File: src/hw/rtl/icer_pkg.sv
package icer_pkg;

	typedef struct packed {
		logic       opcode;
		logic [7:0] data_byte;
		logic       last_in;
	} req_t;

	typedef struct packed {
		logic       out_kind;
		logic [2:0] verdict;
		logic [7:0] out_byte;
		logic       out_last;
	} rsp_t;

	typedef enum logic [1:0] {
		CMD_LOAD,
		CMD_LOAD_LAST,
		CMD_READ
	} cmd_kind_t;

	typedef struct packed {
		cmd_kind_t  kind;
		logic [7:0] data;
	} cmd_t;

	typedef enum logic [1:0] {
		BK_IDLE,
		BK_FOLD,
		BK_CSUM,
		BK_READ
	} bk_state_t;

	// request opcodes
	localparam logic OP_LOAD = 1'b0;
	localparam logic OP_READ = 1'b1;

	// result kinds
	localparam logic KIND_VERDICT = 1'b0;
	localparam logic KIND_BYTE    = 1'b1;

	// verdict codes
	localparam logic [2:0] VD_REPLY      = 3'd0;
	localparam logic [2:0] VD_BAD_CODE   = 3'd1;
	localparam logic [2:0] VD_ECHO_REPLY = 3'd2;
	localparam logic [2:0] VD_UNKNOWN    = 3'd3;
	localparam logic [2:0] VD_MALFORMED  = 3'd4;

	// frame layout (byte offsets)
	localparam int OFS_SRC_MAC  = 6;
	localparam int OFS_ETYPE    = 12;
	localparam int OFS_PLEN_HI  = 18;
	localparam int OFS_PLEN_LO  = 19;
	localparam int OFS_SRC_ADDR = 22;
	localparam int OFS_DST_ADDR = 38;
	localparam int ADDR_BYTES   = 16;
	localparam int OFS_TYPE     = 54;
	localparam int OFS_CODE     = 55;
	localparam int OFS_CKS_HI   = 56;
	localparam int OFS_CKS_LO   = 57;
	localparam int MIN_FRAME    = 62;
	localparam int MIN_PLEN     = 8;

	localparam logic [7:0]  TYPE_ECHO_REQ = 8'd128;
	localparam logic [7:0]  TYPE_ECHO_REP = 8'd129;
	localparam logic [15:0] NH_ICMPV6     = 16'd58;

endpackage

File: src/hw/rtl/icer_front.sv
module icer_front (
	input  logic            clk,
	input  logic            arst_n,
	input  logic            start,
	input  icer_pkg::req_t  req,
	output logic            busy,
	input  logic            pop,
	output logic            q_valid,
	output icer_pkg::cmd_t  q_cmd
);

	icer_pkg::cmd_t fifo_q [2];
	logic           wr_ptr_q;
	logic           rd_ptr_q;
	logic [1:0]     cnt_q;
	logic           push;
	logic           do_pop;
	icer_pkg::cmd_t cmd_in;

	assign busy    = (cnt_q == 2'd2);
	assign push    = start && !busy;
	assign q_valid = (cnt_q != 2'd0);
	assign do_pop  = pop && q_valid;
	assign q_cmd   = fifo_q[rd_ptr_q];

	// decode the request into a back-end command
	always_comb begin
		cmd_in.data = req.data_byte;
		if (req.opcode == icer_pkg::OP_READ) begin
			cmd_in.kind = icer_pkg::CMD_READ;
		end else if (req.last_in) begin
			cmd_in.kind = icer_pkg::CMD_LOAD_LAST;
		end else begin
			cmd_in.kind = icer_pkg::CMD_LOAD;
		end
	end

	always_ff @(posedge clk) begin
		if (push) begin
			fifo_q[wr_ptr_q] <= cmd_in;
		end
	end

	always_ff @(posedge clk or negedge arst_n) begin
		if (!arst_n) begin
			wr_ptr_q <= 1'b0;
			rd_ptr_q <= 1'b0;
			cnt_q    <= 2'd0;
		end else begin
			if (push) begin
				wr_ptr_q <= !wr_ptr_q;
			end
			if (do_pop) begin
				rd_ptr_q <= !rd_ptr_q;
			end
			if (push && !do_pop) begin
				cnt_q <= cnt_q + 2'd1;
			end else if (do_pop && !push) begin
				cnt_q <= cnt_q - 2'd1;
			end
		end
	end

endmodule

File: config.mk
export PLATFORM = sky130hd
export DESIGN_NAME = icer_front
export DESIGN_NICKNAME = d
export VERILOG_FILES = /design/src/hw/rtl/icer_pkg.sv /design/src/hw/rtl/icer_front.sv
export SDC_FILE = /design/constraint.sdc
export NUM_CORES = 1
export LEC_CHECK = 0
export CORE_MARGIN = 3
export CORE_UTILIZATION = 60
export CTS_CLUSTER_DIAMETER = 200
export CTS_CLUSTER_SIZE = 24
export DETAILED_ROUTE_END_ITERATION = 10
export DONT_BUFFER_PORTS = 1
export PLACE_DENSITY = 0.76
export SLEW_MARGIN = 15
export SYNTH_ARGS = -nofsm -noshare
export SYNTH_HDL_FRONTEND = slang
export SYNTH_SLANG_ARGS = --single-unit
File: constraint.sdc
create_clock -name clk -period 3 [get_ports clk]
set_clock_uncertainty 0.05 [all_clocks]
set_input_delay 0.15 -clock clk [delete_from_list [all_inputs] [get_ports clk]]
set_output_delay 0.15 -clock clk [all_outputs]
set_load 0.02 [all_outputs]
==> summary.txt <==
Outcome
  • Result of the run: completed

Critical path
  • End point of the critical path: fifo_q[0][7]
  • Worst-path fanout max: 10
  • WS Path Type: register to register
  • Crit path capture type: register
  • Reg2reg end: fifo_q[0][7]
  • Worst r2r src: cnt_q[0]
  • Reg2reg setup slack: 1.21 ns
  • Critical path startpoint: cnt_q[0]
  • CP arrival: 1.69 ns
  • Critical Path Start Type: register
  • Worst Path Required: 2.90 ns
  • Worst reg2reg path depth: 3

Clock network
  • H-Tree Depth: 1
  • Setup bufs post-CTS: 0
  • Clk_lat worst skew: 0.30 ns
  • Num CTS Buffers: 3
  • Clk root buf: clkbuf_4
  • CTS Buffer Depth: 2
  • CTS tree: yes
  • Clock Sinks: 24
  • Clock slew at reported path FFs: 0.12 ns

Logic synthesis
  • Seq cells post-synth: 24
  • Ys async rst share: 16.7%
  • Post-synthesis sequential area ratio: 75.0%
  • Synthesized instance count: 51
  • Post-synthesis mux area share: 12.0%
  • Synthesized area: 935 µm²
  • XOR/XNOR Fraction of Synth Area: 4.69%
  • Simple-gate share of the synthesized area: 5.35%
  • Largest area contributor in the netlist: edfxtp_1
  • Most common cell in the netlist: edfxtp_1
  • Warnings, synthesis: 0
  • Top post-synthesis cells by area: edfxtp_1, mux2_1, dfrtp_1
  • Avg Cell Area, Syn: 18.3 µm²
  • Share of the synthesized area in the top cell type: 64.3%
  • Syn_nets: 66
  • Largest family of logic cells by synthesized area: multiplexers
  • Post-synth EDFFs: 20
  • Synth Area in Compound Gates: 0%
  • Top_reg_cell synth: edfxtp_1
  • Synth top cells by count: edfxtp_1, mux2_1, dfrtp_1
  • Adder-cell share of the synthesized area: 1.34%
  • Netlist cell types: 16

Job
  • Max-cap violations: 0

Route
  • Routed Wire Length: 1440 µm
  • Vias per cell: 5.80
  • Final ANT Viol Nets: 0
  • Avg WL per Cell: 17.7 µm
  • DRC: 0
  • Initial DRT Pass Iterations: 4
  • Vias: 470
  • DRC marker count from the first detailed-route iteration: 3

Power
  • Total chip power: 1.09 mW
  • Pwr dens: 974 nW/µm²
  • P_leak: 0.416 nW
  • VDD IR max: 705 µV

Floorplan
  • Die width: 45.5 µm
  • Rows: 13
  • Die H: 45.5 µm
  • Num ports: 26
  • Die area: 2070 µm²
  • Core box area: 1380 µm²
  • Initial core utilization: 67.6%

Layout
  • Area grow syn2layout: 19.7%
  • Final instance area: 1120 µm²
  • Share of cells above drive strength 1: 10.6%
  • NumNets Final: 82
  • Antenna cell count: 0
  • Final core utilization: 80.9%

STA
  • Setup TNS: 0 ns
  • Final Max Tran Viols: 0
  • Max Fclk: 0.560 GHz
  • Final period util: 59.5%
  • Worst-margin pin slew: 0.857 ns
  • Normalized max-slew margin: 42.7%
  • Final Critical Period: 1.79 ns
  • Final setup viols: 0
  • RSZ-0062 raised after global routing: false
  • Hold Fails Final Rpt: 0

Global route
  • GRT Residual Overflow: 0
  • Vias in the first global route: 488
  • First-pass GRT wire length: 2290 µm
  • Largest net degree at the start of global routing: 15
  • Tot GR Track Use: 16.1%
  • Initial antenna violation count: 0

Placed design
  • Port bufs: 0
  • Global placer's final weighted congestion: 0.641
  • Detailed placer's ending HPWL: 1030 µm
  • Placed Area: 946 µm²

Hold path
  • Hold crit path type: primary input to register
timing repair:
action | 4_1_cts | 5_1_grt
hold endpoints to repair | 26 | 0
hold buffers | 12 | 0
gates resized for setup | 0 | 0
critical path: stages (launching register included):
cell,delay [ns]
dfrtp_1,0.43
nand2b_1,0.16
nand2_1,0.11
nor2_1,0.67
area by class of cell:
type / count / area, µm²
clock buffers: 3 / 22.5
clock inverters: 1 / 30.0
fillers: 72 / 264
inverters: 2 / 7.51
multi-input cells: 24 / 219
flip-flops and latches: 24 / 701
well taps: 15 / 18.8
repair buffers: 12 / 120
metal layers:
layer / track usage [%] / share of wire, % / vias up
li1: - / - / 214
met1: 18.1 / 37 / 236
met2: 27.9 / 55 / 17
met3: 4.74 / 7.2 / 3
met4: 7.02 / 0.97 / 0
met5: 0 / 0 / -
cell families (layout without fill, tap and decap cells):
family                   Yosys count  in the layout
buffers and inverters              3             18
AND/OR/NAND/NOR                    8              8
adder cells (fa/ha/maj)            1              1
multiplexers                      10             10
XOR/XNOR                           5              5
flip-flops                        24             24
how the worst min path moves through the flow:
stage | cells past startpoint | endpoint | slack, ns | start
after global placement | 0 | rd_ptr_q | -0.20 | arst_n
after global routing | 1 | fifo_q[1][8] | 0.03 | req[0]
after floorplan | 0 | cnt_q[0] | -0.20 | arst_n
after CTS | 1 | cnt_q[1] | 0.05 | arst_n
after detailed placement | 0 | cnt_q[1] | -0.20 | arst_n
final | 1 | fifo_q[1][8] | 0.04 | req[0]
placed cells by master (no fill, tap or decap), drive strengths merged:
| cell type | netlist | layout |
|---|---|---|
| edfxtp | 20 | 20 |
| dlygate4sd3 | 0 | 12 |
| mux2 | 10 | 10 |
| dfrtp | 4 | 4 |
| xnor2 | 3 | 3 |
| clkbuf | 0 | 3 |
| inv | 2 | 2 |
| nor2 | 2 | 2 |
| xor2 | 2 | 2 |
| nand2 | 2 | 2 |
| nor2b | 1 | 1 |
| nand2b | 1 | 1 |
| or2 | 1 | 1 |
| and3 | 1 | 1 |
| ha | 1 | 1 |
| bufinv | 0 | 1 |
metrics by stage:
step	cells	hold slack, ns	setup WS [ns]
finish	81	0.0440	1.21
global route	81	0.0335	1.10
global placement	65	-0.195	1.36
floorplan	51	-0.196	1.50
CTS	81	0.0454	1.18
detailed placement	65	-0.196	1.20
where the power goes:
group	leakage (nW)	internal (mW)	switching (mW)
combinational	0.156	0.122	0.211
sequential	0.233	0.464	0.0651
clock	0.0279	0.135	0.0913
total	0.416	0.721	0.368
sequential cells by signal, indices dropped and copies added, names as in the netlist:
register  cells
cnt_q         2
wr_ptr_q      1
rd_ptr_q      1
fifo_q       20
Note: power is estimated with default switching activity, not from simulation.
