**src/hw/rtl/icer_pkg.sv**
```systemverilog
package icer_pkg;

	typedef struct packed {
		logic       opcode;
		logic [7:0] data_byte;
		logic       last_in;
	} req_t;

	typedef struct packed {
		logic       out_kind;
		logic [2:0] verdict;
		logic [7:0] out_byte;
		logic       out_last;
	} rsp_t;

	typedef enum logic [1:0] {
		CMD_LOAD,
		CMD_LOAD_LAST,
		CMD_READ
	} cmd_kind_t;

	typedef struct packed {
		cmd_kind_t  kind;
		logic [7:0] data;
	} cmd_t;

	typedef enum logic [1:0] {
		BK_IDLE,
		BK_FOLD,
		BK_CSUM,
		BK_READ
	} bk_state_t;

	// request opcodes
	localparam logic OP_LOAD = 1'b0;
	localparam logic OP_READ = 1'b1;

	// result kinds
	localparam logic KIND_VERDICT = 1'b0;
	localparam logic KIND_BYTE    = 1'b1;

	// verdict codes
	localparam logic [2:0] VD_REPLY      = 3'd0;
	localparam logic [2:0] VD_BAD_CODE   = 3'd1;
	localparam logic [2:0] VD_ECHO_REPLY = 3'd2;
	localparam logic [2:0] VD_UNKNOWN    = 3'd3;
	localparam logic [2:0] VD_MALFORMED  = 3'd4;

	// frame layout (byte offsets)
	localparam int OFS_SRC_MAC  = 6;
	localparam int OFS_ETYPE    = 12;
	localparam int OFS_PLEN_HI  = 18;
	localparam int OFS_PLEN_LO  = 19;
	localparam int OFS_SRC_ADDR = 22;
	localparam int OFS_DST_ADDR = 38;
	localparam int ADDR_BYTES   = 16;
	localparam int OFS_TYPE     = 54;
	localparam int OFS_CODE     = 55;
	localparam int OFS_CKS_HI   = 56;
	localparam int OFS_CKS_LO   = 57;
	localparam int MIN_FRAME    = 62;
	localparam int MIN_PLEN     = 8;

	localparam logic [7:0]  TYPE_ECHO_REQ = 8'd128;
	localparam logic [7:0]  TYPE_ECHO_REP = 8'd129;
	localparam logic [15:0] NH_ICMPV6     = 16'd58;

endpackage

```
**src/hw/rtl/icer_back.sv**
```systemverilog
module icer_back #(
	parameter int FRAME_BYTES = 2048
) (
	input  logic                           clk,
	input  logic                           arst_n,
	input  logic                           q_valid,
	input  icer_pkg::cmd_t                 q_cmd,
	output logic                           pop,
	input  logic [47:0]                    own_mac,
	output logic                           ram_we,
	output logic [$clog2(FRAME_BYTES)-1:0] ram_waddr,
	output logic [7:0]                     ram_wdata,
	output logic                           ram_re,
	output logic [$clog2(FRAME_BYTES)-1:0] ram_raddr,
	input  logic [7:0]                     ram_rdata,
	output logic                           rsp_valid,
	output icer_pkg::rsp_t                 rsp
);

	localparam int AW  = $clog2(FRAME_BYTES);
	localparam int LCW = $clog2(FRAME_BYTES + 2);
	// compare width: holds 54 + 16-bit length and any byte count
	localparam int CW  = 18;

	icer_pkg::bk_state_t state_q, state_d;

	logic [LCW-1:0] lc_q;
	logic [LCW-1:0] ri_q;
	logic [31:0]    sum_q;
	logic [15:0]    plen_q;
	logic [7:0]     type_q;
	logic [7:0]     code_q;
	logic [15:0]    cks_q;
	logic [15:0]    fold_q;
	logic           ready_q;
	logic           closed_q;

	logic           rd_use_ram_s1;
	logic [7:0]     rd_fix_s1;
	logic           rd_last_s1;

	logic           rsp_valid_q;
	icer_pkg::rsp_t rsp_q;

	// control decode
	logic is_load, is_last, is_read;
	logic do_load, do_read, do_fold, do_csum, do_emit;

	// load datapath
	logic [LCW-1:0] lc_base, lc_new;
	logic [31:0]    sum_base, sum_new;
	logic [15:0]    plen_base, plen_new;
	logic [7:0]     type_base, type_new, code_base, code_new;
	logic           in_range, sum_hit, malformed;
	logic [7:0]     sv;
	logic [2:0]     verdict;

	// read datapath
	logic           rd_ok, rd_last;
	logic [LCW-1:0] rd_addr;
	logic           rd_use_ram;
	logic [7:0]     rd_fix;
	logic [2:0]     mac_k;

	// checksum datapath
	logic [16:0] f0;
	logic [17:0] s1;
	logic [16:0] f1;
	logic [15:0] f2;

	always_comb begin
		is_load = 1'b0;
		is_last = 1'b0;
		is_read = 1'b0;
		unique case (q_cmd.kind)
			icer_pkg::CMD_LOAD: begin
				is_load = 1'b1;
			end
			icer_pkg::CMD_LOAD_LAST: begin
				is_load = 1'b1;
				is_last = 1'b1;
			end
			icer_pkg::CMD_READ: begin
				is_read = 1'b1;
			end
			default: begin
			end
		endcase
	end

	// ---- load and classify ----
	always_comb begin
		lc_base   = closed_q ? '0 : lc_q;
		sum_base  = closed_q ? '0 : sum_q;
		plen_base = closed_q ? '0 : plen_q;
		type_base = closed_q ? '0 : type_q;
		code_base = closed_q ? '0 : code_q;
		in_range  = (lc_base < LCW'(FRAME_BYTES));

		plen_new = plen_base;
		type_new = type_base;
		code_new = code_base;
		if (in_range) begin
			if (lc_base == LCW'(icer_pkg::OFS_PLEN_HI)) begin
				plen_new = {q_cmd.data, plen_base[7:0]};
			end else if (lc_base == LCW'(icer_pkg::OFS_PLEN_LO)) begin
				plen_new = {plen_base[15:8], q_cmd.data};
			end else if (lc_base == LCW'(icer_pkg::OFS_TYPE)) begin
				type_new = q_cmd.data;
			end else if (lc_base == LCW'(icer_pkg::OFS_CODE)) begin
				code_new = q_cmd.data;
			end
		end

		// pseudo-header addresses plus the ICMPv6 message
		sum_hit = in_range && (lc_base >= LCW'(icer_pkg::OFS_SRC_ADDR)) &&
			((lc_base < LCW'(icer_pkg::OFS_TYPE)) ||
			 (CW'(lc_base) < CW'(icer_pkg::OFS_TYPE) + CW'(plen_new)));

		if (lc_base == LCW'(icer_pkg::OFS_TYPE)) begin
			sv = icer_pkg::TYPE_ECHO_REP;
		end else if (lc_base == LCW'(icer_pkg::OFS_CKS_HI) ||
			lc_base == LCW'(icer_pkg::OFS_CKS_LO)) begin
			sv = 8'd0;
		end else begin
			sv = q_cmd.data;
		end

		if (!sum_hit) begin
			sum_new = sum_base;
		end else if (lc_base[0]) begin
			sum_new = sum_base + {24'd0, sv};
		end else begin
			sum_new = sum_base + {16'd0, sv, 8'd0};
		end

		lc_new = in_range ? lc_base + LCW'(1) : LCW'(FRAME_BYTES + 1);

		malformed = (lc_new > LCW'(FRAME_BYTES)) ||
			(lc_new < LCW'(icer_pkg::MIN_FRAME)) ||
			(plen_new < 16'(icer_pkg::MIN_PLEN)) ||
			(CW'(icer_pkg::OFS_TYPE) + CW'(plen_new) > CW'(lc_new));

		priority if (malformed) begin
			verdict = icer_pkg::VD_MALFORMED;
		end else if (type_new == icer_pkg::TYPE_ECHO_REQ) begin
			verdict = (code_new != 8'd0) ? icer_pkg::VD_BAD_CODE : icer_pkg::VD_REPLY;
		end else if (type_new == icer_pkg::TYPE_ECHO_REP) begin
			verdict = icer_pkg::VD_ECHO_REPLY;
		end else begin
			verdict = icer_pkg::VD_UNKNOWN;
		end
	end

	// ---- reply byte mapping ----
	always_comb begin
		rd_ok   = ready_q && (ri_q < lc_q) && (ri_q < LCW'(FRAME_BYTES));
		rd_last = (CW'(ri_q) + CW'(1) >= CW'(lc_q));
		mac_k   = 3'(ri_q - LCW'(icer_pkg::OFS_SRC_MAC));

		rd_use_ram = 1'b1;
		rd_fix     = 8'd0;
		rd_addr    = ri_q;
		if (ri_q < LCW'(icer_pkg::OFS_SRC_MAC)) begin
			rd_addr = ri_q + LCW'(icer_pkg::OFS_SRC_MAC);
		end else if (ri_q < LCW'(icer_pkg::OFS_ETYPE)) begin
			rd_use_ram = 1'b0;
			rd_fix     = own_mac[8 * (3'd5 - mac_k) +: 8];
		end else if (ri_q >= LCW'(icer_pkg::OFS_SRC_ADDR) &&
			ri_q < LCW'(icer_pkg::OFS_DST_ADDR)) begin
			rd_addr = ri_q + LCW'(icer_pkg::ADDR_BYTES);
		end else if (ri_q >= LCW'(icer_pkg::OFS_DST_ADDR) &&
			ri_q < LCW'(icer_pkg::OFS_TYPE)) begin
			rd_addr = ri_q - LCW'(icer_pkg::ADDR_BYTES);
		end else if (ri_q == LCW'(icer_pkg::OFS_TYPE)) begin
			rd_use_ram = 1'b0;
			rd_fix     = icer_pkg::TYPE_ECHO_REP;
		end else if (ri_q == LCW'(icer_pkg::OFS_CKS_HI)) begin
			rd_use_ram = 1'b0;
			rd_fix     = cks_q[15:8];
		end else if (ri_q == LCW'(icer_pkg::OFS_CKS_LO)) begin
			rd_use_ram = 1'b0;
			rd_fix     = cks_q[7:0];
		end
	end

	// ---- checksum folding, split over the FOLD and CSUM states ----
	always_comb begin
		f0 = {1'b0, sum_q[15:0]} + {1'b0, sum_q[31:16]};
		s1 = {2'd0, fold_q} + {2'd0, plen_q} + {2'd0, icer_pkg::NH_ICMPV6};
		f1 = {1'b0, s1[15:0]} + {15'd0, s1[17:16]};
		f2 = f1[15:0] + {15'd0, f1[16]};
	end

	// ---- control ----
	always_comb begin
		state_d = state_q;
		unique case (state_q)
			icer_pkg::BK_IDLE: begin
				if (q_valid && is_last && verdict == icer_pkg::VD_REPLY) begin
					state_d = icer_pkg::BK_FOLD;
				end else if (q_valid && is_read && rd_ok) begin
					state_d = icer_pkg::BK_READ;
				end
			end
			icer_pkg::BK_FOLD: state_d = icer_pkg::BK_CSUM;
			icer_pkg::BK_CSUM: state_d = icer_pkg::BK_IDLE;
			icer_pkg::BK_READ: state_d = icer_pkg::BK_IDLE;
			default: state_d = icer_pkg::BK_IDLE;
		endcase
	end

	always_comb begin
		pop     = 1'b0;
		do_load = 1'b0;
		do_read = 1'b0;
		do_fold = 1'b0;
		do_csum = 1'b0;
		do_emit = 1'b0;
		unique case (state_q)
			icer_pkg::BK_IDLE: begin
				pop     = q_valid;
				do_load = q_valid && is_load;
				do_read = q_valid && is_read && rd_ok;
			end
			icer_pkg::BK_FOLD: do_fold = 1'b1;
			icer_pkg::BK_CSUM: do_csum = 1'b1;
			icer_pkg::BK_READ: do_emit = 1'b1;
			default: begin
			end
		endcase
	end

	assign ram_we    = do_load && in_range;
	assign ram_waddr = lc_base[AW-1:0];
	assign ram_wdata = q_cmd.data;
	assign ram_re    = do_read;
	assign ram_raddr = rd_addr[AW-1:0];

	assign rsp_valid = rsp_valid_q;
	assign rsp       = rsp_q;

	always_ff @(posedge clk or negedge arst_n) begin
		if (!arst_n) begin
			state_q     <= icer_pkg::BK_IDLE;
			lc_q        <= '0;
			ri_q        <= '0;
			sum_q       <= '0;
			plen_q      <= '0;
			type_q      <= '0;
			code_q      <= '0;
			cks_q       <= '0;
			fold_q      <= '0;
			ready_q     <= 1'b0;
			closed_q    <= 1'b0;
			rsp_valid_q <= 1'b0;
		end else begin
			state_q     <= state_d;
			rsp_valid_q <= 1'b0;
			if (do_load) begin
				lc_q     <= lc_new;
				sum_q    <= sum_new;
				plen_q   <= plen_new;
				type_q   <= type_new;
				code_q   <= code_new;
				ready_q  <= 1'b0;
				ri_q     <= '0;
				closed_q <= is_last;
				if (closed_q) begin
					cks_q <= '0;
				end
				if (is_last) begin
					rsp_valid_q <= 1'b1;
				end
			end
			if (do_read) begin
				ri_q <= ri_q + LCW'(1);
				if (rd_last) begin
					ready_q <= 1'b0;
				end
			end
			if (do_fold) begin
				fold_q <= f0[15:0] + {15'd0, f0[16]};
			end
			if (do_csum) begin
				cks_q   <= ~f2;
				ready_q <= 1'b1;
			end
			if (do_emit) begin
				rsp_valid_q <= 1'b1;
			end
		end
	end

	// payload registers
	always_ff @(posedge clk) begin
		if (do_read) begin
			rd_use_ram_s1 <= rd_use_ram;
			rd_fix_s1     <= rd_fix;
			rd_last_s1    <= rd_last;
		end
		if (do_load && is_last) begin
			rsp_q <= '{out_kind: icer_pkg::KIND_VERDICT, verdict: verdict,
				out_byte: 8'd0, out_last: 1'b0};
		end else if (do_emit) begin
			rsp_q <= '{out_kind: icer_pkg::KIND_BYTE, verdict: icer_pkg::VD_REPLY,
				out_byte: rd_use_ram_s1 ? ram_rdata : rd_fix_s1,
				out_last: rd_last_s1};
		end
	end

endmodule

```
**config.mk**
```make
export PLATFORM = sky130hd
export DESIGN_NAME = icer_back
export DESIGN_NICKNAME = d
export VERILOG_FILES = /design/src/hw/rtl/icer_pkg.sv /design/src/hw/rtl/icer_back.sv
export SDC_FILE = /design/constraint.sdc
export NUM_CORES = 1
export LEC_CHECK = 0
export BUFFER_PORTS_ARGS = -buffer_cell sky130_fd_sc_hd__buf_2
export CAP_MARGIN = 20
export CORE_MARGIN = 1
export CORE_UTILIZATION = 48
export CTS_CLUSTER_SIZE = 14
export DETAILED_ROUTE_END_ITERATION = 8
export PLACE_DENSITY = 0.67
export SYNTH_ARGS = -nofsm -noshare
export SYNTH_HDL_FRONTEND = slang
export SYNTH_SLANG_ARGS = --single-unit
```
**constraint.sdc**
```tcl
create_clock -name clk -period 7 [get_ports clk]
set_input_delay 2.1 -clock clk [delete_from_list [all_inputs] [get_ports clk]]
set_output_delay 2.1 -clock clk [all_outputs]
set_load 0.05 [all_outputs]
```
==> results.sh <==
export IMPL_outcome="finished, final reports clean"
export IMPL_row_count=60
export IMPL_p_per_area_nw_per_um2=175
export IMPL_max_cap_violations=0
export IMPL_yosys_warnings=0
export IMPL_leakagePower_nw=6.82
export IMPL_clock_latency_ps=440
export IMPL_clock_fmax_mhz=159
export IMPL_cp_max_fo=7
export IMPL_hold_buffers=0
export IMPL_synth_avg_cell_area_um2=8.45
export IMPL_crit_path_start_kind="flip-flop"
export IMPL_drive_above_1_share=0.142
export IMPL_worstHoldPathCells=2
export IMPL_cts_resized=0
export IMPL_drt_pre_antenna_iters=5
export IMPL_layout_nets=1849
export IMPL_avgRoutedWirePerCell_um=17.8
export IMPL_cts_root_buf="clkbuf_16"
export IMPL_finalSetupViolCount=0
export IMPL_die_area_um2=28200
export IMPL_via_count=11900
export IMPL_period_share=0.899
export IMPL_clockBufferDepth=2
export IMPL_grt_overflow_total=0
export IMPL_postPlaceCellArea_um2=14100
export IMPL_maxSlewViolCount=0
export IMPL_place_congestion=0.928
export IMPL_critical_path_class="reg2reg"
export IMPL_clkTransAtPathRegs_ps=70
export IMPL_cp_required_ps=7330
export IMPL_hold_viol=0
export IMPL_cts_tree="yes"
export IMPL_ys_seq_area_frac=0.281
export IMPL_core_um2=27000
export IMPL_synth_seq_cells=148
export IMPL_drtIter0Drc=695
export IMPL_rsz0062_at_grt="false"
export IMPL_yosys_top_cells_count="153 x nand2_1, 129 x ha_1, 125 x dfrtp_1, 113 x o21ai_0, 95 x inv_1"
export IMPL_routed_wl_um=35500
export IMPL_start_util=0.490
export IMPL_grt_pass1_wl_um=58000
export IMPL_synth_edf_count=13
export IMPL_ios=116
export IMPL_post_synth_top_count_cell="nand2_1"
export IMPL_post_synth_num_cell_types=88
export IMPL_skew_ps=12.7
export IMPL_setup_tns_final_ps=0
export IMPL_htree_levels=4
export IMPL_dp_hpwl_um=27000
export IMPL_hold_path_class="reg2reg"
export IMPL_portBuffers=115
export IMPL_fp_dieW_um=168
export IMPL_synth_area_top_cells="dfrtp_1 24%, ha_1 12%, xnor2_1 4.4%"
export IMPL_r2r_cells=25
export IMPL_slew_headroom=0.375
export IMPL_async_reset_ff_frac=0.845
export IMPL_post_cts_setup_buffers=0
export IMPL_dieHeight_um=168
export IMPL_vias_per_cell=5.93
export IMPL_dpl_cell_count=1966
export IMPL_yosysTopAreaCell="dfrtp_1"
export IMPL_grt_max_degree=68
export IMPL_syn_inst=1566
export IMPL_grt_antenna_before_repair=0
export IMPL_tightest_slew_ps=913
export IMPL_numCtsBuffers=17
export IMPL_grtUsageTotal=0.255
export IMPL_synth_top_area_share=0.236
export IMPL_crit_arrival_ps=6620
export IMPL_cp_end_kind="flip-flop"
export IMPL_syn_nets=1769
export IMPL_grt_pass1_vias=11400
export IMPL_max_vdd_ir_drop_uv=127
export IMPL_drcViolationCount=0
export IMPL_synth_ff_type="dfrtp_1"
export IMPL_diodes=0
export IMPL_area_delta_synth_final_pct=10.6
export IMPL_cts_sinks=148
export IMPL_stdcell_count=2000
export IMPL_antenna_left=0
export IMPL_netlist_area_um2=13200
export IMPL_period_minus_slack_ps=6290
export IMPL_final_cell_area_um2=14600
report_power, final:
| part | leakage, nW | internal [W] | total, W | switching [W] |
|---|---|---|---|---|
| Combinational | 4.61 | 0.000249 | 0.000672 | 0.000423 |
| Sequential | 1.94 | 0.000927 | 0.000991 | 0.0000638 |
| Clock | 0.270 | 0.000468 | 0.000902 | 0.000434 |
cell usage in the layout (no fill, tap or decap), types with 33 or more instances in the layout:
cell type / count
nand2_1: 153
ha_1: 129
dfrtp_1: 124
buf_2: 114
o21ai_0: 113
inv_1: 95
nor2_1: 88
a21oi_1: 74
xnor2_1: 66
nand3_1: 59
xor2_1: 36
nor2b_1: 35
a21o_1: 33
final timing paths:
kind / end / slack (ps) / startpoint
setup / recovery: cks_q[12] / 710 / plen_q[5]
hold / removal: rsp[7] / 450 / rsp[7]
setup reg to reg: cks_q[12] / 710 / plen_q[5]
hold reg to reg: rsp[7] / 450 / rsp[7]
max in group asynchronous: sum_q[14] / 3880 / arst_n
min in group asynchronous: ri_q[5] / 1800 / arst_n
metrics by stage:
step	worst slack (ps)	util	hold WS (ps)	power, W
after floorplan	687	-	442	0.00148
after global placement	796	0.520	431	0.00166
after detailed placement	611	0.520	439	0.00167
after CTS	654	0.541	457	0.00258
after global routing	201	0.542	478	0.00270
final	708	0.542	448	0.00257
cells by family after synthesis:
| logic type | count (synthesis) | share of synthesized area |
|---|---|---|
| adder cells (fa/ha/maj) | 134 | 0.129 |
| AND/OR/NAND/NOR | 558 | 0.222 |
| AO/OA/AOI/OAI | 409 | 0.206 |
| buffers and inverters | 172 | 0.0530 |
| flip-flops | 148 | 0.281 |
| multiplexers | 42 | 0.0405 |
| XOR/XNOR | 103 | 0.0687 |
worst max-delay path: stages (launching register included):
cell and delay, ps:
dfrtp_1 360, inv_1 70, ha_1 280, inv_1 40, ha_1 270, or3_1 370, o21bai_1 210, o211a_1 220
a221oi_1 340, a21oi_1 150, o21a_1 200, nor2_1 110, xnor2_1 130, ha_1 200, fa_1 280, o211ai_1 130
or4_1 500, or4_4 590, nor4_1 290, ha_1 210, ha_1 270, nand4b_1 230, nor3_1 410, nand2_1 120
xnor2_1 150, o21ai_1 70
flip-flops by register name (all words and copies together) (netlist names), 8 cells and up:
register,cells
sum_q,32
ri_q,12
cks_q,16
plen_q,16
code_q,8
rsp,13
fold_q,16
type_q,8
rd_fix_s1,8
lc_q,12
layer usage:
| metal | global-route usage | up-vias | share of wire |
|---|---|---|---|
| li1 | - | 5836 | - |
| met1 | 0.317 | 5661 | 0.44 |
| met2 | 0.451 | 301 | 0.49 |
| met3 | 0.0336 | 58 | 0.039 |
| met4 | 0.0913 | 0 | 0.025 |
| met5 | 0 | - | 0 |
final cells by class:
cell class              count  area (um^2)
multi-input cells        1246         8820
inverters                  95          357
repair buffers            138          756
well taps                 341          427
fillers                  2502        12400
clock inverters            15          134
flip-flops and latches    148         3720
clock buffers              17          425
Power figures use the tool's default switching activity.
